### src/hw/rtl/vbra_pkg.sv
// ----------------------------------------------------------------------------
// vbra_pkg
// Shared constants, codes and control types of the variable block ring
// allocator.
// ----------------------------------------------------------------------------
package vbra_pkg;

    localparam int CAPACITY     = 4096;
    localparam int HEADER_BYTES = 4;
    localparam int DATA_W       = 13;
    localparam int SUM_W        = DATA_W + 1;
    localparam int ADDR_W       = $clog2(CAPACITY);

    localparam logic [DATA_W-1:0] HDR_LEN        = DATA_W'(HEADER_BYTES);
    localparam logic [DATA_W-1:0] CAP_LIMIT      = DATA_W'(CAPACITY);
    localparam logic [DATA_W-1:0] BUF_SIZE_RESET = DATA_W'(4096);

    typedef enum logic [1:0] {
        OP_ALLOC   = 2'd0,
        OP_UNALLOC = 2'd1,
        OP_FREE    = 2'd2
    } t_opcode;

    typedef enum logic [2:0] {
        ST_OK      = 3'd0,
        ST_FULL    = 3'd1,
        ST_NOSPACE = 3'd2,
        ST_BADPTR  = 3'd3,
        ST_ORDER   = 3'd4,
        ST_BADSIZE = 3'd5
    } t_status;

    typedef struct packed {
        logic clear;
        logic load;
        logic exec;
        logic cfg_wr;
    } t_cmd;

    typedef struct packed {
        logic clear_done;
    } t_dp_stat;

endpackage

### src/hw/rtl/vbra_ctrl.sv
// ----------------------------------------------------------------------------
// vbra_ctrl
// Controller: header clear sweep after reset, request accept, execute step.
// ----------------------------------------------------------------------------
module vbra_ctrl (
    input  logic               i_clk,
    input  logic               i_rst_n,
    input  logic               i_start,
    output logic               o_busy,
    input  logic               i_cfg_valid,
    output logic               o_cfg_ready,
    output vbra_pkg::t_cmd     o_cmd,
    input  vbra_pkg::t_dp_stat i_stat
);
    import vbra_pkg::*;

    typedef enum logic [2:0] {
        S_CLEAR = 3'b001,
        S_IDLE  = 3'b010,
        S_EXEC  = 3'b100
    } t_state;

    t_state r_state;
    t_state n_state;

    always_comb begin
        n_state = r_state;
        unique case (r_state)
            S_CLEAR: begin
                if (i_stat.clear_done) n_state = S_IDLE;
            end
            S_IDLE: begin
                if (i_start) n_state = S_EXEC;
            end
            S_EXEC: begin
                n_state = S_IDLE;
            end
            default: begin
                n_state = S_CLEAR;
            end
        endcase
    end

    always_ff @(posedge i_clk) begin
        if (!i_rst_n) begin
            r_state <= S_CLEAR;
        end else begin
            r_state <= n_state;
        end
    end

    assign o_busy      = (r_state != S_IDLE);
    assign o_cfg_ready = (r_state != S_EXEC);

    always_comb begin
        o_cmd.clear  = (r_state == S_CLEAR);
        o_cmd.load   = (r_state == S_IDLE) && i_start;
        o_cmd.exec   = (r_state == S_EXEC);
        o_cmd.cfg_wr = i_cfg_valid && o_cfg_ready;
    end

    a_accept_exec: assert property (@(posedge i_clk) disable iff (!i_rst_n)
        (r_state == S_IDLE && i_start) |=> (r_state == S_EXEC))
        else $error("accepted request did not enter execute");

    a_exec_single: assert property (@(posedge i_clk) disable iff (!i_rst_n)
        (r_state == S_EXEC) |=> (r_state == S_IDLE))
        else $error("execute lasted more than one cycle");

    a_clear_hold: assert property (@(posedge i_clk) disable iff (!i_rst_n)
        (r_state == S_CLEAR && !i_stat.clear_done) |=> (r_state == S_CLEAR))
        else $error("header clear left early");

endmodule

### config.mk
export PLATFORM = sky130hd
export DESIGN_NAME = vbra_ctrl
export DESIGN_NICKNAME = d
export VERILOG_FILES = /design/src/hw/rtl/vbra_pkg.sv /design/src/hw/rtl/vbra_ctrl.sv
export SDC_FILE = /design/constraint.sdc
export NUM_CORES = 1
export LEC_CHECK = 0
export BUFFER_PORTS_ARGS = -buffer_cell sky130_fd_sc_hd__buf_2
export CAP_MARGIN = 15
export CORE_AREA = 2 2 39 41
export CTS_BUF_LIST = sky130_fd_sc_hd__clkbuf_16
export CTS_CLUSTER_SIZE = 12
export DETAILED_ROUTE_END_ITERATION = 16
export DIE_AREA = 0 0 41 43
export PLACE_DENSITY_LB_ADDON = 0.3
export SLEW_MARGIN = 20
export SYNTH_ARGS = -nofsm -noshare
export SYNTH_HDL_FRONTEND = slang
export SYNTH_SLANG_ARGS = --single-unit
### constraint.sdc
create_clock -name i_clk -period 1.7 [get_ports i_clk]
set_clock_uncertainty 0.1 [all_clocks]
set_input_delay 0 -clock i_clk [delete_from_list [all_inputs] [get_ports i_clk]]
set_output_delay 0 -clock i_clk [all_outputs]
set_load 0.1 [all_outputs]
-- Yosys cells after proc, flatten, opt, wreduce, memory -nomap -nowiden
Index checks and enable logic that the tools add are counted.
- bits in registers: 3
- input port bits: 5
- output and inout bits: 6
- logic and storage cells: 14
- equality and inequality tests: 7
- mux-type cells: 3
- reductions and logical operators: 3
- operator list (operator ; number):
    $pmux 3 s3 ; 1
    $mux 3 ; 2
    $eq 3x1->1 const B ; 1
    $eq 3x2->1 const B ; 1
    $eq 3x3->1 const B ; 1
    $ne 3x2->1 const B ; 1
    $ne 3x3->1 const B ; 1
    $logic_and 1x1->1 ; 2
    $ne 2x1->1 const B ; 1
    $ne 2x2->1 const B ; 1
    $reduce_and 2->1 ; 1

-- Longest topological paths before layout
Gate-level depths: netlist of run 1.
- word-level depth: 3
- depth in mapped cells: 2
- gate-level depth less buffers: 2

-- Worst setup path after synthesis of run 1
OpenSTA, ideal clock, no wires.
- path type: register to output
- from: register r_state[0]
- to: output o_cmd[3] (netlist bit)
- arrival: 2.646 ns
- required time: 1.600 ns
- setup slack: -1.046 ns
- stages on the path, launching flop included: 2
- buffers on the path: 0
- cell sequence: dfxtp_1 -> nor3b_1
- RTL lines (what ; RTL line ; source):
    start: declaration ; vbra_ctrl.sv:23 ; t_state r_state;
    start signal: assignment ; vbra_ctrl.sv:48 ; r_state <= n_state;
    end: declaration ; vbra_ctrl.sv:12 ; output vbra_pkg::t_cmd o_cmd,

==> run_results.csv, run 1 <==
group,metric,value,unit
outcome,outcome,"complete, no violations",
finish,area_growth_syn_to_layout,107,%
min_path,hold_path_depth,3,
die,core_area,1380,µm²
finish,reg_with_most_ffs,"r_state",
cts,cts_post_setup_buffers_inserted,0,
setup_path,crit_chain,"nor3b_2 -> and2_1 -> buf_2",
grt,first_pass_grt_wire_length,614,µm
synthesis,post_synth_instance_area,163,µm²
synthesis,synthTopCellsByCount,"sky130_fd_sc_hd__dfxtp_1, sky130_fd_sc_hd__inv_1",
detailed_routing,viasPerCell,3.57,
setup_path,timing.critical_path.to_type,"output port",
cts,clock_tree_root_buffer_cell,"sky130_fd_sc_hd__clkbuf_16",
power,power.ir.vdd_worst,0.000297,V
cts,number_of_buffers_created_by_cts,3,
die,placementRows,14,
synthesis,yosys_most_used_dff,"sky130_fd_sc_hd__dfxtp_1",
finish,fin_nets,37,
detailed_routing,drt-wirelength-per-cell,8.72,µm
setup_path,crit_path_start_kind,"register",
placement,port-buffer-count,10,
synthesis,synth_area_per_cell,10.8,µm²
detailed_routing,post-route-drc-count,0,
sta,layout_min_cycle_time,1.60,ns
sta,slew-limit-headroom,67.9,%
grt,grt_start_max_net_pins,6,
detailed_routing,detail_route.first_pass.iterations,1,
synthesis,netlist_instances,15,
setup_path,rr_worst_depth,2,
cts,clock-sinks,3,
setup_path,cp.buffers_inverters,1,
setup_path,cp_data_arrival_time,1.50,ns
cts,cts_tree,"yes",
finish,top_regs,"r_state (3)",
synthesis,synth_edf_count,0,
finish,drive_gt1_share,51.6,%
cts,worst_setup_hold_path_clk_slew,0.03,ns
die,starting_utilization_of_the_core_area,11.8,%
synthesis,synth_cell_type_count,12,
power,clockPowerShare,71.6,%
setup_path,cp_top_family,"simple AND/OR/NAND/NOR gates",
sta,finalSetupViolations,0,
detailed_routing,dr_total_vias,168,
sta,grt_setup_unrepaired,"no",
sta,finalMaxSlewViolations,0,
sta,worst-slew-pin-transition,0.485,ns
cts,post_cts_resized,0,
synthesis,synth.most_common_cell,"sky130_fd_sc_hd__dfxtp_1",
power,post-layout-total-power,0.000512,W
grt,first_global_vias,148,
die,pin_count,11,
grt,grt.overflow.total,0,
cts,clk_path_buf_depth,2,
cts,insertion_delay,0.22,ns
sta,timing.fmax,623,MHz
setup_path,worst-endpoint-required,1.60,ns
die,die_width,41,µm
synthesis,synth_seq_cells,3,
grt,grt_antenna_before_repair,0,
die,die_height,43,µm
setup_path,cp_slowest_stage_delay,0.42,ns
power,power_density,1520,nW/µm²
synthesis,post_synth_top_area_share,36.9,%
placement,total_instance_count_after_detailed_placement,41,
setup_path,critPathKind,"register to output port",
synthesis,post-synth-top-area-cell,"sky130_fd_sc_hd__dfxtp_1",
setup_path,cell_count_along_the_critical_path,3,
power,combPwrFrac,12.6,%
synthesis,yosysSeqAreaShare,36.9,%
grt,grt.total_usage,6.42,%
run,maxCapViolations,0,
power,net_load_switching_power,0.000116,W
power,leakagePower,0.149,nW
synthesis,netlist_top_cells_area,"sky130_fd_sc_hd__dfxtp_1, sky130_fd_sc_hd__nor3b_4, sky130_fd_sc_hd__and4bb_1",
finish,antennaDiodeCount,0,
detailed_routing,first_iter_violations,0,
power,power.sequential.fraction,15.8,%
min_path,worstHoldPathType,"input pin to register",
setup_path,path_max_fanout,5,
detailed_routing,antenna_violating_nets_post_route,0,
detailed_routing,totalWireLength,410,µm
setup_path,worst_path_max_delay_cell,"sky130_fd_sc_hd__dfxtp_1",
finish,largest_register_ffs,3,
finish,stdcell_count,47,
power,p_int,0.000396,W
sta,timing.final.crit_share,94.4,%
power,power.share.switching,22.7,%
synthesis,postSynth.asyncResetShare,0,%
cts,cts_htree_levels,1,
synthesis,synthesis.nets,20,
die,die_area,1760,µm²
placement,routabilityCongestion,0.532,
synthesis,yosysWarnings,0,
sta,finalHoldViolations,0,
area by class of cell:
class | instances | area [µm²]
fill | 155 | 1050
multi-input combinational | 10 | 100
clock buffer | 3 | 75.1
timing repair buffer | 12 | 70.1
sequential | 3 | 60.1
tap | 16 | 20.0
inverter | 2 | 7.51
clock inverter | 1 | 3.75
layer usage:
| layer | up-vias | GRT usage (%) | routed length (µm) |
|---|---|---|---|
| met5 | - | 0 | 0 |
| met4 | 0 | 10.0 | 26 |
| met3 | 4 | 6.28 | 45 |
| met2 | 7 | 5.94 | 162 |
| met1 | 71 | 5.77 | 176 |
| li1 | 86 | - | - |
placed cells by master (no fill, tap or decap):
cell type | netlist | routed
sky130_fd_sc_hd__nor3b_2 | 1 | 2
sky130_fd_sc_hd__dlygate4sd3_1 | 0 | 2
sky130_fd_sc_hd__buf_2 | 0 | 10
sky130_fd_sc_hd__nor4b_1 | 1 | 1
sky130_fd_sc_hd__o31a_1 | 1 | 1
sky130_fd_sc_hd__dfxtp_1 | 3 | 3
sky130_fd_sc_hd__nor2b_1 | 1 | 1
sky130_fd_sc_hd__o31ai_1 | 1 | 1
sky130_fd_sc_hd__inv_1 | 2 | 3
sky130_fd_sc_hd__and3_1 | 1 | 1
sky130_fd_sc_hd__nor3b_4 | 1 | 1
sky130_fd_sc_hd__and2_1 | 1 | 1
sky130_fd_sc_hd__clkbuf_16 | 0 | 3
sky130_fd_sc_hd__and4bb_1 | 1 | 1
path summary, 6_finish.rpt:
| path | slack (ns) | from | to |
|---|---|---|---|
| setup / recovery | 0.1 | r_state[1]$_SDFFE_PN0P_ | o_cmd[2] |
| hold / removal | 0.09 | i_stat | r_state[0]$_SDFFE_PN1P_ |
| setup reg to reg | 0.54 | r_state[1]$_SDFFE_PN0P_ | r_state[1]$_SDFFE_PN0P_ |
| hold reg to reg | 0.62 | r_state[2]$_SDFFE_PN0P_ | r_state[2]$_SDFFE_PN0P_ |
timing repair:
action                                  CTS  global route
endpoints found under the setup margin    0             0
hold buffers                              2             0
endpoints found under the hold margin     3             0
cells by family (layout without fill, tap and decap cells):
family          Yosys count  count (layout)  share of synthesized area (%)
compound gates            2               2                           10.0
buf+inv                   2              18                           4.62
flops                     3               3                           36.9
simple gates              8               8                           48.5
worst min-delay path, cell delays in order:
cell	delay, ns
sky130_fd_sc_hd__buf_2	0.07
sky130_fd_sc_hd__and4bb_1	0.22
sky130_fd_sc_hd__o31ai_1	0.07
through the flow:
step	util (%)	setup WS, ns	setup TNS (ns)	instance area [µm²]	hold slack, ns
floorplan	-	-0.462	-1.01	168	-0.0289
global placement	17.2	0.325	0	238	0.110
detailed placement	17.2	0.310	0	238	0.105
CTS	24.3	0.0732	0	337	0.0963
global route	24.3	0.00116	0	337	0.117
finish	24.3	0.0953	0	337	0.0913
power groups by stage:
stage                     clock, W  combinational [W]  sequential, W
after floorplan                  0          0.0000504      0.0000809
after global placement           0          0.0000616      0.0000821
after detailed placement         0          0.0000615      0.0000820
after CTS                 0.000373          0.0000652      0.0000810
after global routing      0.000380          0.0000677      0.0000818
final                     0.000367          0.0000644      0.0000809
No activity file was read; power rests on OpenSTA's default activity.
==> run 2: changes to the inputs <==
--- a/config.mk
+++ b/config.mk
@@ -7,11 +7,11 @@
 export LEC_CHECK = 0
 export BUFFER_PORTS_ARGS = -buffer_cell sky130_fd_sc_hd__buf_2
 export CAP_MARGIN = 15
-export CORE_AREA = 2 2 39 41
+export CORE_AREA = 10 10 47 49
 export CTS_BUF_LIST = sky130_fd_sc_hd__clkbuf_16
 export CTS_CLUSTER_SIZE = 12
 export DETAILED_ROUTE_END_ITERATION = 16
-export DIE_AREA = 0 0 41 43
+export DIE_AREA = 0 0 57 59
 export PLACE_DENSITY_LB_ADDON = 0.3
 export SLEW_MARGIN = 20
 export SYNTH_ARGS = -nofsm -noshare
==> run_results.csv, run 2 (synthesized netlist as in run 1, its figures left out) <==
group,metric,value,unit
power,power_density,1500,nW/µm²
detailed_routing,detail_route.first_pass.iterations,1,
die,starting_utilization_of_the_core_area,11.6,%
finish,top_regs,"r_state (3)",
detailed_routing,post-route-drc-count,0,
die,pin_count,11,
setup_path,timing.reg2reg.setup_slack,0.54,ns
power,post-layout-total-power,0.000506,W
setup_path,critical_path.startpoint,"r_state[1]$_SDFFE_PN0P_",
cts,number_of_buffers_created_by_cts,3,
setup_path,cp_slowest_stage_delay,0.42,ns
outcome,outcome,"complete, no violations",
setup_path,worst_path_max_delay_cell,"sky130_fd_sc_hd__buf_2",
cts,clock_tree_root_buffer_cell,"sky130_fd_sc_hd__clkbuf_16",
grt,first_pass_grt_wire_length,696,µm
placement,post_place_cell_area,238,µm²
finish,largest_register_ffs,3,
grt,first_global_vias,158,
setup_path,crit_chain,"nor3b_2 -> and2_1 -> buf_2",
min_path,worstHoldEndpoint,"r_state[0]$_SDFFE_PN1P_",
sta,layout_min_cycle_time,1.59,ns
sta,finalMaxSlewViolations,0,
sta,worst-slew-pin-transition,0.493,ns
sta,timing.final.crit_share,93.5,%
cts,worst_setup_hold_path_clk_slew,0.03,ns
placement,port-buffer-count,10,
min_path,min_from,"i_stat",
die,die_width,57,µm
finish,final_common_cell,"sky130_fd_sc_hd__buf_2",
min_path,hold_path_depth,3,
setup_path,crit-reg2reg-launch,"r_state[1]$_SDFFE_PN0P_",
finish,reg_with_most_ffs,"r_state",
min_path,worstHoldPathType,"input pin to register",
detailed_routing,dr_total_vias,167,
cts,clock-sinks,3,
cts,cts_post_setup_buffers_inserted,0,
sta,finalSetupViolations,0,
sta,finalHoldViolations,0,
power,power.ir.vdd_worst,0.000806,V
finish,drive_gt1_share,51.6,%
sta,timing.fmax,629,MHz
finish,area_growth_syn_to_layout,107,%
die,die_height,59,µm
grt,grt.total_usage,3.07,%
power,leakagePower,0.149,nW
sta,slew-limit-headroom,67.4,%
die,core_area,1400,µm²
setup_path,reg2reg_to,"r_state[1]$_SDFFE_PN0P_",
grt,grt_antenna_before_repair,0,
finish,fin_nets,37,
detailed_routing,antenna_violating_nets_post_route,0,
setup_path,crit_path_start_kind,"register",
finish,layout_common_cells,"sky130_fd_sc_hd__buf_2, sky130_fd_sc_hd__inv_1, sky130_fd_sc_hd__clkbuf_16, sky130_fd_sc_hd__dfxtp_1",
cts,cts_htree_levels,1,
run,maxCapViolations,0,
setup_path,rr_worst_depth,2,
cts,clk_path_buf_depth,2,
placement,place_ws,0.323,ns
setup_path,cp.buffers_inverters,1,
setup_path,worst-endpoint-required,1.60,ns
detailed_routing,first_iter_violations,0,
grt,grt_start_max_net_pins,6,
detailed_routing,viasPerCell,3.55,
die,placementRows,14,
setup_path,critPathKind,"register to output port",
sta,crit_path_setup_slack_layout,0.111,ns
placement,routabilityCongestion,0.643,
sta,grt_setup_unrepaired,"no",
detailed_routing,totalWireLength,452,µm
setup_path,cp_top_family,"simple AND/OR/NAND/NOR gates",
detailed_routing,drt-wirelength-per-cell,9.62,µm
setup_path,path_max_fanout,5,
cts,cts_tree,"yes",
grt,grt.overflow.total,0,
finish,finish.instance_area,337,µm²
setup_path,timing.critical_path.to_type,"output port",
finish,antennaDiodeCount,0,
die,die_area,3360,µm²
setup_path,cp_data_arrival_time,1.49,ns
cts,insertion_delay,0.22,ns
[run 2: cell counts in the layout (fill, tap and decap cells not counted)]
Identical to the previous run, type by type.
[run 2: area by class of cell]
class / count / area [µm²]
fillers: 160 / 1060
multi-input cells: 10 / 100
clock buffers: 3 / 75.1
repair buffers: 12 / 70.1
flip-flops and latches: 3 / 60.1
well taps: 16 / 20.0
inverters: 2 / 7.51
clock inverters: 1 / 3.75
[run 2: where the power goes]
part	internal, W	switching, W	leakage (nW)	total, W
clock network	0.000303	0.0000577	0.0423	0.000360
logic	0.0000178	0.0000475	0.0819	0.0000653
registers	0.0000747	0.00000605	0.0246	0.0000808
total	0.000395	0.000111	0.149	0.000506
[run 2: worst max path at each step]
stage / to / slack, ns / cells past startpoint
final: o_cmd[2] / 0.11 / 3
after global routing: o_cmd[2] / 0.004 / 3
after CTS: o_cmd[2] / 0.09 / 3
after detailed placement: o_cmd[2] / 0.32 / 3
after global placement: o_cmd[2] / 0.32 / 3
after floorplan: o_cmd[0] / -0.46 / 2
[run 2: repair_timing]
| item | CTS | global route |
|---|---|---|
| gates resized for setup | 0 | 0 |
| endpoints found under the hold margin | 3 | 0 |
| hold buffers | 2 | 0 |
| endpoints found under the setup margin | 0 | 0 |
[run 2: metrics by stage]
step	std cells	util, %	hold slack [ns]	TNS (ns)
after floorplan	15	-	-0.0289	-1.01
after global placement	41	17.0	0.103	0
after detailed placement	41	17.0	0.103	0
after CTS	47	24.0	0.0911	0
after global routing	47	24.0	0.108	0
final	47	24.0	0.0920	0
[run 2: layer usage]
metal | share of wire, % | up-vias | GRT usage, %
li1 | - | 87 | -
met1 | 55 | 67 | 3.21
met2 | 23 | 11 | 2.17
met3 | 19 | 2 | 5.15
met4 | 2.2 | 0 | 2.01
met5 | 0 | - | 0
[run 2: tightest hold or removal path: stages]
cell and delay [ns]:
sky130_fd_sc_hd__buf_2 0.07, sky130_fd_sc_hd__and4bb_1 0.22, sky130_fd_sc_hd__o31ai_1 0.07
